===== config.mk =====
export PLATFORM = sky130hd
export DESIGN_NAME = dpt_ctrl
export DESIGN_NICKNAME = d
export VERILOG_FILES = /design/src/rtl/dpt_pkg.sv /design/src/rtl/dpt_ctrl.sv
export SDC_FILE = /design/constraint.sdc
export NUM_CORES = 1
export LEC_CHECK = 0
export ABC_AREA = 1
export BUFFER_PORTS_ARGS = -buffer_cell sky130_fd_sc_hd__buf_2
export CORE_AREA = 3 3 40 42
export CTS_BUF_LIST = sky130_fd_sc_hd__clkbuf_2
export DETAILED_ROUTE_END_ITERATION = 10
export DIE_AREA = 0 0 43 45
export GPL_ROUTABILITY_DRIVEN = 0
export MAX_ROUTING_LAYER = met4
export PLACE_DENSITY_LB_ADDON = 0.15
export SETUP_SLACK_MARGIN = 0.02
export SYNTH_ARGS = -nofsm -noshare
export SYNTH_HDL_FRONTEND = slang
export SYNTH_SLANG_ARGS = --single-unit

===== constraint.sdc =====
create_clock -name clk -period 1.5 [get_ports clk]
set_input_delay 0 -clock clk [delete_from_list [all_inputs] [get_ports clk]]
set_output_delay 0 -clock clk [all_outputs]
set_load 0.05 [all_outputs]

===== src/rtl/dpt_pkg.sv =====
// ----------------------------------------------------------------------------
// Direct peer table package
// Shared constants, codes and types of the direct peer table.
// ----------------------------------------------------------------------------
`default_nettype none

package dpt_pkg;

	localparam int PEER_SLOTS = 32;
	localparam int NODE_SLOTS = 16;
	localparam int SLOT_W = $clog2(PEER_SLOTS);
	localparam int NODE_IDX_W = $clog2(NODE_SLOTS);
	localparam int NODE_W = 5;
	localparam int CNT_W = 6;
	localparam int ANN_W = 16;
	localparam int PADDR_W = 3;

	localparam logic [31:0] LIFETIME_RESET = 32'd86400;
	localparam logic [ANN_W-1:0] ANN_MAX = '1;
	localparam logic [NODE_W-1:0] NODE_UNKNOWN = '1;
	localparam logic [PADDR_W-1:0] ADDR_LIFETIME = 3'd0;

	// Request selector codes.
	localparam logic [1:0] FUNC_ANNOUNCE = 2'd0;
	localparam logic [1:0] FUNC_TICK = 2'd1;
	localparam logic [1:0] FUNC_GONE = 2'd2;

	// Result status codes.
	localparam logic [2:0] ST_UPDATED = 3'd0;
	localparam logic [2:0] ST_INSERTED = 3'd1;
	localparam logic [2:0] ST_REPLACED = 3'd2;
	localparam logic [2:0] ST_UPLINK = 3'd3;
	localparam logic [2:0] ST_FWD_MARKED = 3'd4;
	localparam logic [2:0] ST_FWD_SAME = 3'd5;
	localparam logic [2:0] ST_MAINT = 3'd6;

	typedef struct packed {
		logic [1:0] func;
		logic [7:0] iface_id;
		logic [63:0] dest_high;
		logic [63:0] dest_low;
		logic signed [NODE_W-1:0] node_slot;
		logic [7:0] hop_count;
		logic [7:0] radius;
		logic [31:0] now_seconds;
	} in_item_t;

	typedef struct packed {
		logic [2:0] status;
		logic [SLOT_W-1:0] slot;
		logic [ANN_W-1:0] announce_total;
		logic [CNT_W-1:0] node_peers;
		logic [CNT_W-1:0] removed_count;
	} out_item_t;

	// One stored peer entry.
	typedef struct packed {
		logic [7:0] iface;
		logic [63:0] dest_high;
		logic [63:0] dest_low;
		logic [31:0] heard;
		logic [NODE_W-1:0] node;
		logic [ANN_W-1:0] announces;
	} peer_entry_t;

	localparam int ENTRY_W = $bits(peer_entry_t);

	// Controller to datapath commands.
	typedef struct packed {
		logic load;
		logic rd_en;
		logic [SLOT_W-1:0] rd_addr;
		logic finish;
	} dpt_cmd_t;

	// Datapath to controller status.
	typedef struct packed {
		logic need_scan;
		logic out_free;
	} dpt_sts_t;

endpackage

`default_nettype wire


===== src/rtl/dpt_ctrl.sv =====
// ----------------------------------------------------------------------------
// Direct peer table controller
// Sequences decode, the table scan and completion of one request.
// ----------------------------------------------------------------------------
`default_nettype none

module dpt_ctrl (
	input wire logic clk,
	input wire logic arst_n,
	input wire logic req_valid,
	output logic req_ready,
	output dpt_pkg::dpt_cmd_t cmd,
	input wire dpt_pkg::dpt_sts_t sts
);
	import dpt_pkg::*;

	typedef enum logic [2:0] {
		S_IDLE,
		S_DECIDE,
		S_SCAN,
		S_DRAIN,
		S_FINISH
	} state_t;

	state_t state_q;
	logic [SLOT_W-1:0] addr_q;

	assign req_ready = (state_q == S_IDLE);

	// Commands follow the state.
	always_comb begin
		cmd.load = req_valid && (state_q == S_IDLE);
		cmd.rd_en = (state_q == S_SCAN);
		cmd.rd_addr = addr_q;
		cmd.finish = (state_q == S_FINISH) && sts.out_free;
	end

	// State and scan address.
	always_ff @(posedge clk or negedge arst_n) begin
		if (!arst_n) begin
			state_q <= S_IDLE;
			addr_q <= '0;
		end else begin
			case (state_q)
				S_IDLE: begin
					if (req_valid) begin
						state_q <= S_DECIDE;
					end
				end
				S_DECIDE: begin
					addr_q <= '0;
					state_q <= sts.need_scan ? S_SCAN : S_FINISH;
				end
				S_SCAN: begin
					addr_q <= addr_q + 1'b1;
					if (addr_q == SLOT_W'(PEER_SLOTS - 1)) begin
						state_q <= S_DRAIN;
					end
				end
				S_DRAIN: begin
					state_q <= S_FINISH;
				end
				S_FINISH: begin
					if (sts.out_free) begin
						state_q <= S_IDLE;
					end
				end
				default: begin
					state_q <= S_IDLE;
				end
			endcase
		end
	end

endmodule

`default_nettype wire


=== Yosys cells after proc, flatten, opt, wreduce, memory -nomap -nowiden ===
Index checks and enable logic that the tools add are counted.

* Flip-flop bits (word level): 8
* Bits in latches: 0
* Memory bits (writable): 0
* Bits in read-only memories: 0
* Input port bits: 5
* Output and inout bits: 9
* Logic and storage cells: 22
* Memories: 0

* Add/subtract/negate cells: 1
* Multipliers: 0
* Divide/modulo/power cells: 0
* $lt $le $gt $ge: 0
* Equality and inequality tests: 8
* Shifts and indexed selects: 0
* Muxes and demuxes: 6
* Bitwise logic cells: 0
* Reduce and logical (&&, ||, !) cells: 5

{| class="wikitable"
|+ Operators by type and width
! kind !! number
|-
| $pmux W3 S5 || 1
|-
| $mux W3 || 4
|-
| $pmux W5 S2 || 1
|-
| $eq A3 B2 Y1 const B || 2
|-
| $add A5 B1 Y5 const B || 1
|-
| $eq A5 B5 Y1 const B || 1
|-
| $ne A2 B2 Y1 const B || 2
|-
| $eq A3 B1 Y1 const B || 1
|-
| $eq A3 B3 Y1 const B || 1
|-
| $logic_not A3 Y1 || 1
|-
| $reduce_and A3 Y1 || 1
|-
| $logic_and A1 B1 Y1 || 2
|-
| $ne A2 B1 Y1 const B || 1
|-
| $reduce_bool A2 Y1 || 1
|}

=== Logic depth before layout (Yosys ltp) ===
Gate-level depths: netlist (run 1).

* Depth after elaboration: 3
* Mapped depth: 7
* Depth with buffers taken out: 7

=== Worst setup path before layout (run 1) ===
No wires, ideal clock.

* Path kind: register to output
* From: reg state_q[1]
* To: out cmd[0] (netlist name)
* Data arrival time: 2.041 ns
* Required time: 1.500 ns
* Setup slack: -0.541 ns
* Stages on the path, launching flop included: 3
* Path buffers: 1
* Cell sequence: dfrtp_1 -> buf_6 -> nor4_1

{| class="wikitable"
|+ RTL lines
! what !! RTL line !! RTL
|-
| start: declaration || dpt_ctrl.sv:25 || <nowiki>state_t state_q;</nowiki>
|-
| start signal: assignment || dpt_ctrl.sv:52 || <nowiki>state_q <= sts.need_scan ? S_SCAN : S_FINISH;</nowiki>
|-
| end: declaration || dpt_ctrl.sv:12 || <nowiki>output dpt_pkg::dpt_cmd_t cmd,</nowiki>
|}

=== Worst setup path in the final report (run 1) ===
* From: reg addr_q[0]
* To: reg state_q[0]

* Longest elaborated chain between the ends: 3

{| class="wikitable"
|+ Ends and longest elaborated chain
! what !! RTL line !! RTL
|-
| start: declaration || dpt_ctrl.sv:26 || <nowiki>logic [SLOT_W-1:0] addr_q;</nowiki>
|-
| start signal: assignment || dpt_ctrl.sv:55 || <nowiki>addr_q <= addr_q + 1'b1;</nowiki>
|-
| $eq A5 B5 Y1 || dpt_ctrl.sv:56 || <nowiki>if (addr_q == SLOT_W'(PEER_SLOTS - 1)) begin</nowiki>
|-
| $ne A2 B1 Y1 (no line) || n/a ||
|-
| $reduce_and A3 Y1 (no line) || n/a ||
|}

Every way passes these cells.
A chain may end at the register's enable or synchronous reset.

==> results.sh, run 1 <==
export IMPL_status="finished, final reports clean"
export IMPL_worst_r2r_cell_count=7
export IMPL_syn2layout_area_growth_pct=25.2
export IMPL_vias_per_cell=4.73
export IMPL_synth_cells=57
export IMPL_io_buffers=13
export IMPL_grt_usage_pct=12.7
export IMPL_cts_tree="yes"
export IMPL_cts_max_path_buffers=2
export IMPL_finalSetupTns_ns=0
export IMPL_p_total_mw=1.32
export IMPL_clockPowerShare_pct=10.8
export IMPL_nNetsFinal=82
export IMPL_drc_errors=0
export IMPL_finClkSkew_ns=0.00345
export IMPL_power_switching_uw=757
export IMPL_internal_power_uw=565
export IMPL_netlist_area_sq_um=462
export IMPL_leakagePower_nw=0.328
export IMPL_path_cells="ha_1 -> nand2_1 -> nor2_1 -> ha_1 -> nand3b_1 -> nand3_1 -> nor2_1"
export IMPL_end_kind="flop"
export IMPL_crit_fanout=6
export IMPL_antenna_cells=0
export IMPL_hpwlAfterDp_um=803
export IMPL_ys_top_cells_by_area="dfrtp_1 (43%), nand2_1 (11%), nand3_1 (7.6%), ha_1 (5.4%), nor2_1 (4.1%)"
export IMPL_cp_arrival_ns=1.46
export IMPL_worst_pin_slew_ns=0.355
export IMPL_required_ns=1.63
export IMPL_worstSetupPathType="flop to flop"
export IMPL_first_iter_violations=10
export IMPL_seqPwrFrac_pct=31.3
export IMPL_relSlewSlack_pct=76.3
export IMPL_grt_overflow=0
export IMPL_synth_warnings=0
export IMPL_core_sq_mm=0.00128
export IMPL_slowest_stage="dfrtp_2"
export IMPL_floorplan_initialDensity_pct=35.9
export IMPL_grt_max_degree=9
export IMPL_wl_um=982
export IMPL_fin_crit_ns=1.33
export IMPL_num_rows=13
export IMPL_rsz0062_at_grt="false"
export IMPL_switching_share_pct=57.3
export IMPL_whs_path_depth=3
export IMPL_grt_pass1_wl_um=1700
export IMPL_finalSetupViolations=0
export IMPL_worstSetupStartpointType="flop"
export IMPL_peakVddDrop_mv=0.943
export IMPL_numCtsBuffers=3
export IMPL_first_global_vias=409
export IMPL_rrSetupSlack_ns=0.17
export IMPL_wire_per_inst_um=11.0
export IMPL_clock_latency_ns=0.23
export IMPL_holdBufCountCts=1
export IMPL_pin_count=14
export IMPL_crit_buf_inv=0
export IMPL_slowest_delay_ns=0.44
export IMPL_syn_avg_cell_area_sq_um=8.10
export IMPL_numPlacedInstances=84
export IMPL_fp_dieArea_sq_mm=0.00194
export IMPL_post_cts_buffers=0
export IMPL_synth_top_cell_by_area="dfrtp_1"
export IMPL_path_clk_slew_ns=0.08
export IMPL_cts_sinks=8
export IMPL_yosysSeqAreaShare_pct=43.4
export IMPL_synth_nets=64
export IMPL_p_comb_share_pct=57.9
export IMPL_synthDistinctLibCells=21
export IMPL_ctsResizeCount=0
export IMPL_fin_cells=89
export IMPL_antenna_left=0
export IMPL_drive_gt1_share_pct=40.5
export IMPL_final_hold_violation_count=0
export IMPL_cp_depth=7
export IMPL_finalCritPeriodShare_pct=88.9
export IMPL_die_h_um=45
export IMPL_report_final_slew_viol_count=0
export IMPL_hold_class="input pin to flop"
export IMPL_fmax_ghz=0.750
export IMPL_drtPass1Iterations=4
export IMPL_power_density_mw_per_mm2=2290
export IMPL_antenna_found_initial=0
export IMPL_ys_ff_latch=8
export IMPL_h_tree_depth=1
export IMPL_cp_top_family="flip-flops"
export IMPL_drv_cap=0
export IMPL_synth_top_area_share_pct=43.4
export IMPL_ctsRootBufferMaster="clkbuf_2"
export IMPL_vias=421
export IMPL_die_w_um=43
[through the flow]
step / hold WS [ns] / instance area [sq um] / util, % / worst slack [ns]
global route: 0.0652 / 578 / 45.0 / 0.0526
floorplan: -0.296 / 475 / - / 0.0338
CTS: 0.0155 / 578 / 45.0 / 0.148
detailed placement: -0.150 / 548 / 42.6 / 0.174
finish: 0.0301 / 578 / 45.0 / 0.166
global placement: -0.149 / 548 / 42.6 / 0.199
[cell usage after synthesis, drive strengths merged]
cell type and n:
buf 1, or2 1, nor4 1, nor3 1, nand2 16, nand4 1
o211ai 1, ha 2, inv 8, o21ai 1, dfrtp 8, nand3b 1
a21oi 1, nor2 7, nand3 7
[kinds of logic (layout without fill, tap and decap cells)]
kind of cell	count (synthesis)	count (layout)	share of synthesized area, %
flip-flops	8	8	43.4
buffers and inverters	9	26	9.48
AO/OA/AOI/OAI	3	3	3.79
AND/OR/NAND/NOR	35	35	37.9
adder cells (fa/ha/maj)	2	2	5.42
[path summary, 6_finish.rpt]
check / to / start
worst min-delay path: state_q[1]$_DFFE_PN0P_ / sts[1]
worst max register to register: state_q[0]$_DFFE_PN0P_ / addr_q[0]$_DFFE_PN0P_
max in group asynchronous: addr_q[0]$_DFFE_PN0P_ / arst_n
worst max-delay path: state_q[0]$_DFFE_PN0P_ / addr_q[0]$_DFFE_PN0P_
min in group asynchronous: addr_q[4]$_DFFE_PN0P_ / arst_n
worst min register to register: addr_q[4]$_DFFE_PN0P_ / addr_q[4]$_DFFE_PN0P_
[cells in the final DEF (no fill, tap or decap)]
cell type and instances:
o21ai_1 1, inv_4 1, nand2_2 2, buf_2 13
dfrtp_1 6, dlygate4sd3_1 1, nand3_1 7, inv_1 4
nor4_2 1, nor3_2 1, dfrtp_2 2, nor2_2 1
o211ai_1 1, inv_2 3, nand4_1 1, nand3b_1 1
nor2_1 5, nand2_4 1, a21oi_1 1, clkbuf_2 4
ha_1 2, or2_1 1, nor2_4 1, nand2_1 13
[flip-flops by register name, summed over array words and instances (netlist names)]
signal	cells
addr_q	5
state_q	3
[final cells by class]
cell class / count / area (sq um)
well taps: 15 / 18.8
inverters: 8 / 32.5
flip-flops and latches: 8 / 203
multi-input cells: 40 / 229
fillers: 138 / 707
repair buffers: 14 / 75.1
clock buffers: 4 / 20.0
[power groups by stage]
stage / logic, mW / clock network (mW) / registers, mW
floorplan: 0.572 / 0 / 0.474
global placement: 0.763 / 0 / 0.418
detailed placement: 0.767 / 0 / 0.420
CTS: 0.773 / 0.154 / 0.415
global route: 0.837 / 0.161 / 0.433
finish: 0.766 / 0.143 / 0.414
[metal layers]
metal | global-route usage (%) | up-vias | routed length, um
li1 | - | 215 | -
met1 | 17.1 | 191 | 467
met2 | 15.9 | 13 | 460
met3 | 3.59 | 2 | 45
met4 | 9.04 | 0 | 8
met5 | - | - | 0
[tightest hold or removal path, cell delays in order]
cell and delay, ns:
buf_2 0.09, inv_1 0.06, o21ai_1 0.07
Power figures use the tool's default switching activity.
==> run 2, diff against run 1 <==
Settings changed: CTS_BUF_LIST sky130_fd_sc_hd__clkbuf_2 to not set.
==> run 2 against run 1 <==
Effect of this change: critical path type is now flop to output pin; register-to-register slack about the same; wire length fell by 0.71%; sequential cell count did not move.
==> results.sh, run 2 (synthesis gave the netlist of run 1 again) <==
export IMPL_status="finished, final reports clean"
export IMPL_p_comb_share_pct=56.5
export IMPL_regMostFlops="addr_q"
export IMPL_report_final_slew_viol_count=0
export IMPL_leakagePower_nw=0.327
export IMPL_first_iter_violations=7
export IMPL_grt_overflow=0
export IMPL_design_area_sq_um=584
export IMPL_crit_fanout=8
export IMPL_grt_max_degree=9
export IMPL_die_h_um=45
export IMPL_post_cts_buffers=0
export IMPL_ctsRootBufferMaster="clkbuf_4"
export IMPL_fp_dieArea_sq_mm=0.00194
export IMPL_fin_crit_ns=1.33
export IMPL_drtPass1Iterations=4
export IMPL_multi_input_area_sq_um=229
export IMPL_cts_max_path_buffers=2
export IMPL_cp_top_family="flip-flops"
export IMPL_ctsResizeCount=0
export IMPL_crit_buf_inv=1
export IMPL_antenna_found_initial=0
export IMPL_worstSetupStartpointType="flop"
export IMPL_end_kind="output pin"
export IMPL_clock_latency_ns=0.25
export IMPL_grt_pass1_wl_um=1700
export IMPL_seqPwrFrac_pct=30.7
export IMPL_antenna_cells=0
export IMPL_finalSetupViolations=0
export IMPL_final_seq_area_sq_um=203
export IMPL_path_clk_slew_ns=0.05
export IMPL_first_global_vias=409
export IMPL_internal_power_uw=597
export IMPL_hold_class="input pin to flop"
export IMPL_peakVddDrop_mv=0.981
export IMPL_wl_um=975
export IMPL_switching_share_pct=55.9
export IMPL_reg_largest_list="addr_q (5), state_q (3)"
export IMPL_dpl_cell_area_sq_um=548
export IMPL_floorplan_initialDensity_pct=35.9
export IMPL_vias_per_cell=4.80
export IMPL_worstSetupPathType="flop to output pin"
export IMPL_pin_count=14
export IMPL_rsz0062_at_grt="false"
export IMPL_layout_common_cells="nand2_1 (13), buf_2 (13), nand3_1 (7), dfrtp_1 (6), nor2_1 (5)"
export IMPL_worst_pin_slew_ns=0.357
export IMPL_path_cells="nor4_2 -> buf_2"
export IMPL_relSlewSlack_pct=76.2
export IMPL_holdBufCountCts=1
export IMPL_die_w_um=43
export IMPL_vias=427
export IMPL_drive_gt1_share_pct=39.2
export IMPL_cp_arrival_ns=1.33
export IMPL_drc_errors=0
export IMPL_slowest_delay_ns=0.50
export IMPL_io_buffers=13
export IMPL_numCtsBuffers=3
export IMPL_finalCritPeriodShare_pct=88.8
export IMPL_num_rows=13
export IMPL_antenna_left=0
export IMPL_slowest_stage="dfrtp_1"
export IMPL_syn2layout_area_growth_pct=26.6
export IMPL_p_total_mw=1.35
export IMPL_required_ns=1.50
export IMPL_drv_cap=0
export IMPL_nNetsFinal=82
export IMPL_h_tree_depth=1
export IMPL_cts_sinks=8
export IMPL_power_switching_uw=756
export IMPL_clockPowerShare_pct=12.8
export IMPL_grt_usage_pct=12.7
export IMPL_largest_reg_flops=5
export IMPL_finClkSkew_ns=0.00232
export IMPL_finalSetupTns_ns=0
export IMPL_final_hold_violation_count=0
export IMPL_wire_per_inst_um=11.0
export IMPL_fmax_ghz=0.751
export IMPL_cts_tree="yes"
export IMPL_nFillCells=136
export IMPL_core_sq_mm=0.00128
export IMPL_power_density_mw_per_mm2=2320
export IMPL_hpwlAfterDp_um=803
## run 2: cell types whose count changed in the layout (fill, tap and decap cells not counted)
cell and delta:
clkbuf_2 -4, clkbuf_1 +1, clkbuf_4 +3
## run 2: path summary, 6_finish.rpt
kind                       cells after the start                      to                    from  slack, ns
setup reg to reg                               7  state_q[0]$_DFFE_PN0P_   addr_q[0]$_DFFE_PN0P_       0.17
hold reg to reg                                2   addr_q[4]$_DFFE_PN0P_   addr_q[4]$_DFFE_PN0P_       0.51
max in group asynchronous                      2   addr_q[0]$_DFFE_PN0P_                  arst_n       1.20
min in group asynchronous                      2   addr_q[4]$_DFFE_PN0P_                  arst_n       0.12
setup / recovery                               2                  cmd[0]  state_q[1]$_DFFE_PN0P_       0.17
hold / removal                                 3  state_q[1]$_DFFE_PN0P_                  sts[1]       0.02
## run 2: power by group through the flow
stage	clock network (mW)	registers, mW	logic, mW
floorplan	0	0.474	0.572
global placement	0	0.418	0.763
detailed placement	0	0.420	0.767
CTS	0.185	0.416	0.773
global route	0.193	0.434	0.837
finish	0.173	0.416	0.765
## run 2: layer usage
layer	routed length (um)	track usage [%]	part of all wire, %
met5	0	-	0
met3	36	3.59	3.7
met1	468	17.1	48
met4	9	9.04	0.92
met2	460	15.9	47
## run 2: stage by stage
| step | hold WS [ns] | util [%] | setup WS, ns | std cells |
|---|---|---|---|---|
| finish | 0.0160 | 45.5 | 0.169 | 89 |
| global route | 0.0607 | 45.5 | 0.0523 | 89 |
| CTS | 0.00882 | 45.5 | 0.145 | 89 |
| detailed placement | -0.150 | 42.6 | 0.174 | 84 |
| global placement | -0.149 | 42.6 | 0.199 | 84 |
| floorplan | -0.296 | - | 0.0338 | 57 |
## run 2: worst reg2reg max path, delay by kind of cell, from the launching register on
family,cells,cell delay (ns)
fa+ha+maj,2,0.38
flops,1,0.43
simple gates,5,0.43
## run 2: final cells by class
cell class | instances | share of cell area, %
inverters | 8 | 5.57
flip-flops and latches | 8 | 34.7
clock buffers | 4 | 4.50
well taps | 15 | 3.21
multi-input cells | 40 | 39.2
repair buffers | 14 | 12.8
==> run 3, diff against run 2 <==
Settings changed: CTS_CLUSTER_DIAMETER set to 200, REMOVE_ABC_BUFFERS set to 1.
==> run 3 against run 2 <==
Effect of this change: power fell by 1.2%; clock skew rose by 0.00086 ns; worst setup slack got worse by 0.015 ns; global-route usage fell by 1.3 points; critical path depth did not move; highest routed layer unchanged.
==> results.sh, run 3 (synthesis gave the netlist of run 1 again) <==
export IMPL_status="finished, final reports clean"
export IMPL_min_to="state_q[1]$_DFFE_PN0P_"
export IMPL_num_rows=13
export IMPL_finalCritPeriodShare_pct=89.8
export IMPL_wl_um=995
export IMPL_grt_max_degree=9
export IMPL_slowest_delay_ns=0.49
export IMPL_die_h_um=45
export IMPL_vias=418
export IMPL_leakagePower_nw=0.331
export IMPL_fmax_ghz=0.743
export IMPL_syn2layout_area_growth_pct=24.4
export IMPL_vias_per_cell=4.70
export IMPL_nFillCells=137
export IMPL_fp_dieArea_sq_mm=0.00194
export IMPL_fin_crit_ns=1.35
export IMPL_grt_usage_pct=11.3
export IMPL_crit_fanout=8
export IMPL_report_final_slew_viol_count=0
export IMPL_cts_max_path_buffers=2
export IMPL_whs_path_depth=3
export IMPL_worstSetupStartpointType="flop"
export IMPL_h_tree_depth=1
export IMPL_hold_class="input pin to flop"
export IMPL_relSlewSlack_pct=77.9
export IMPL_antenna_found_initial=0
export IMPL_drive_gt1_share_pct=35.1
export IMPL_multi_input_area_sq_um=218
export IMPL_final_seq_area_sq_um=200
export IMPL_worst_hold_slack_ns=0.0157
export IMPL_ctsResizeCount=0
export IMPL_peakVddDrop_mv=0.874
export IMPL_numCtsBuffers=3
export IMPL_core_sq_mm=0.00128
export IMPL_die_w_um=43
export IMPL_grt_pass1_wl_um=1590
export IMPL_largest_reg_flops=5
export IMPL_ctsRootBufferMaster="clkbuf_4"
export IMPL_drtPass1Iterations=3
export IMPL_cp_arrival_ns=1.35
export IMPL_regMostFlops="addr_q"
export IMPL_final_hold_violation_count=0
export IMPL_drc_errors=0
export IMPL_clock_latency_ns=0.25
export IMPL_io_buffers=13
export IMPL_antenna_cells=0
export IMPL_wire_per_inst_um=11.2
export IMPL_first_iter_violations=4
export IMPL_power_density_mw_per_mm2=2330
export IMPL_required_ns=1.50
export IMPL_path_clk_slew_ns=0.05
export IMPL_p_total_mw=1.34
export IMPL_first_global_vias=384
export IMPL_worst_r2r_cell_count=7
export IMPL_finClkSkew_ns=0.00317
export IMPL_hold_path_startpoint="sts[1]"
export IMPL_pin_count=14
export IMPL_end_kind="output pin"
export IMPL_layout_common_cells="nand2_1 (13), buf_2 (13), dfrtp_1 (8), nand3_1 (7), nor2_1 (5)"
export IMPL_finalSetupViolations=0
export IMPL_drv_cap=0
export IMPL_reg_largest_list="addr_q (5), state_q (3)"
export IMPL_cts_tree="yes"
export IMPL_worst_pin_slew_ns=0.332
export IMPL_path_cells="nor4_1 -> buf_2"
export IMPL_antenna_left=0
export IMPL_nNetsFinal=83
export IMPL_r2r_start="addr_q[1]$_DFFE_PN0P_"
export IMPL_slowest_stage="dfrtp_1"
export IMPL_rrSetupSlack_ns=0.22
export IMPL_rsz0062_at_grt="false"
export IMPL_hpwlAfterDp_um=756
export IMPL_cts_sinks=8
export IMPL_worstSetupPathType="flop to output pin"
export IMPL_r2r_end="state_q[0]$_DFFE_PN0P_"
export IMPL_grt_overflow=0
export IMPL_floorplan_initialDensity_pct=35.9
-- run 3: power breakdown --
group / leakage [nW] / internal (mW) / switching, mW
sequential: 0.106 / 0.287 / 0.107
combinational: 0.211 / 0.214 / 0.566
clock: 0.0138 / 0.0915 / 0.0719
-- run 3: what timing repair did --
item,CTS,global route
setup endpoints to repair,0,0
setup buffers,0,0
hold buffers,1,0
endpoints found under the hold margin,8,0
-- run 3: layout make-up --
| cell class | instances | share of cell area, % |
|---|---|---|
| multi-input cells | 40 | 37.9 |
| flip-flops and latches | 8 | 34.9 |
| repair buffers | 15 | 14.4 |
| inverters | 8 | 5.66 |
| clock buffers | 3 | 3.92 |
| well taps | 15 | 3.27 |
-- run 3: critical path, delay by kind of cell (launching register included) --
kind	cells	cell delay, ns
flip-flops	1	0.49
AND/OR/NAND/NOR	1	0.30
buffers and inverters	1	0.30
-- run 3: layer usage --
metal | track usage, % | wire [um] | vias to the layer above
met5 | - | 0 | -
met4 | 7.23 | 8 | 0
met3 | 1.20 | 48 | 2
met2 | 18.6 | 462 | 10
met1 | 13.4 | 476 | 184
li1 | - | - | 222
-- run 3: worst max path at each step --
stage	from	end	slack (ns)	depth (start not counted)
2_1_floorplan	state_q[1]$_DFFE_PN0P_	cmd[0]	-0.53	1
3_5_place_dp	addr_q[1]$_DFFE_PN0P_	state_q[0]$_DFFE_PN0P_	0.23	7
6_report	state_q[1]$_DFFE_PN0P_	cmd[0]	0.15	2
3_3_place_gp	addr_q[1]$_DFFE_PN0P_	state_q[0]$_DFFE_PN0P_	0.26	7
5_1_grt	state_q[1]$_DFFE_PN0P_	cmd[0]	0.07	2
4_1_cts	state_q[1]$_DFFE_PN0P_	cmd[0]	0.15	2
-- run 3: stage by stage --
step | std cells | TNS, ns | utilization [%] | area [sq um] | worst slack (ns)
after floorplan | 56 | -0.684 | - | 450 | -0.531
after global placement | 85 | 0 | 42.2 | 542 | 0.257
after global routing | 89 | 0 | 44.7 | 574 | 0.0651
after CTS | 89 | 0 | 44.7 | 574 | 0.147
after detailed placement | 85 | 0 | 42.2 | 542 | 0.235
final | 89 | 0 | 44.7 | 574 | 0.153
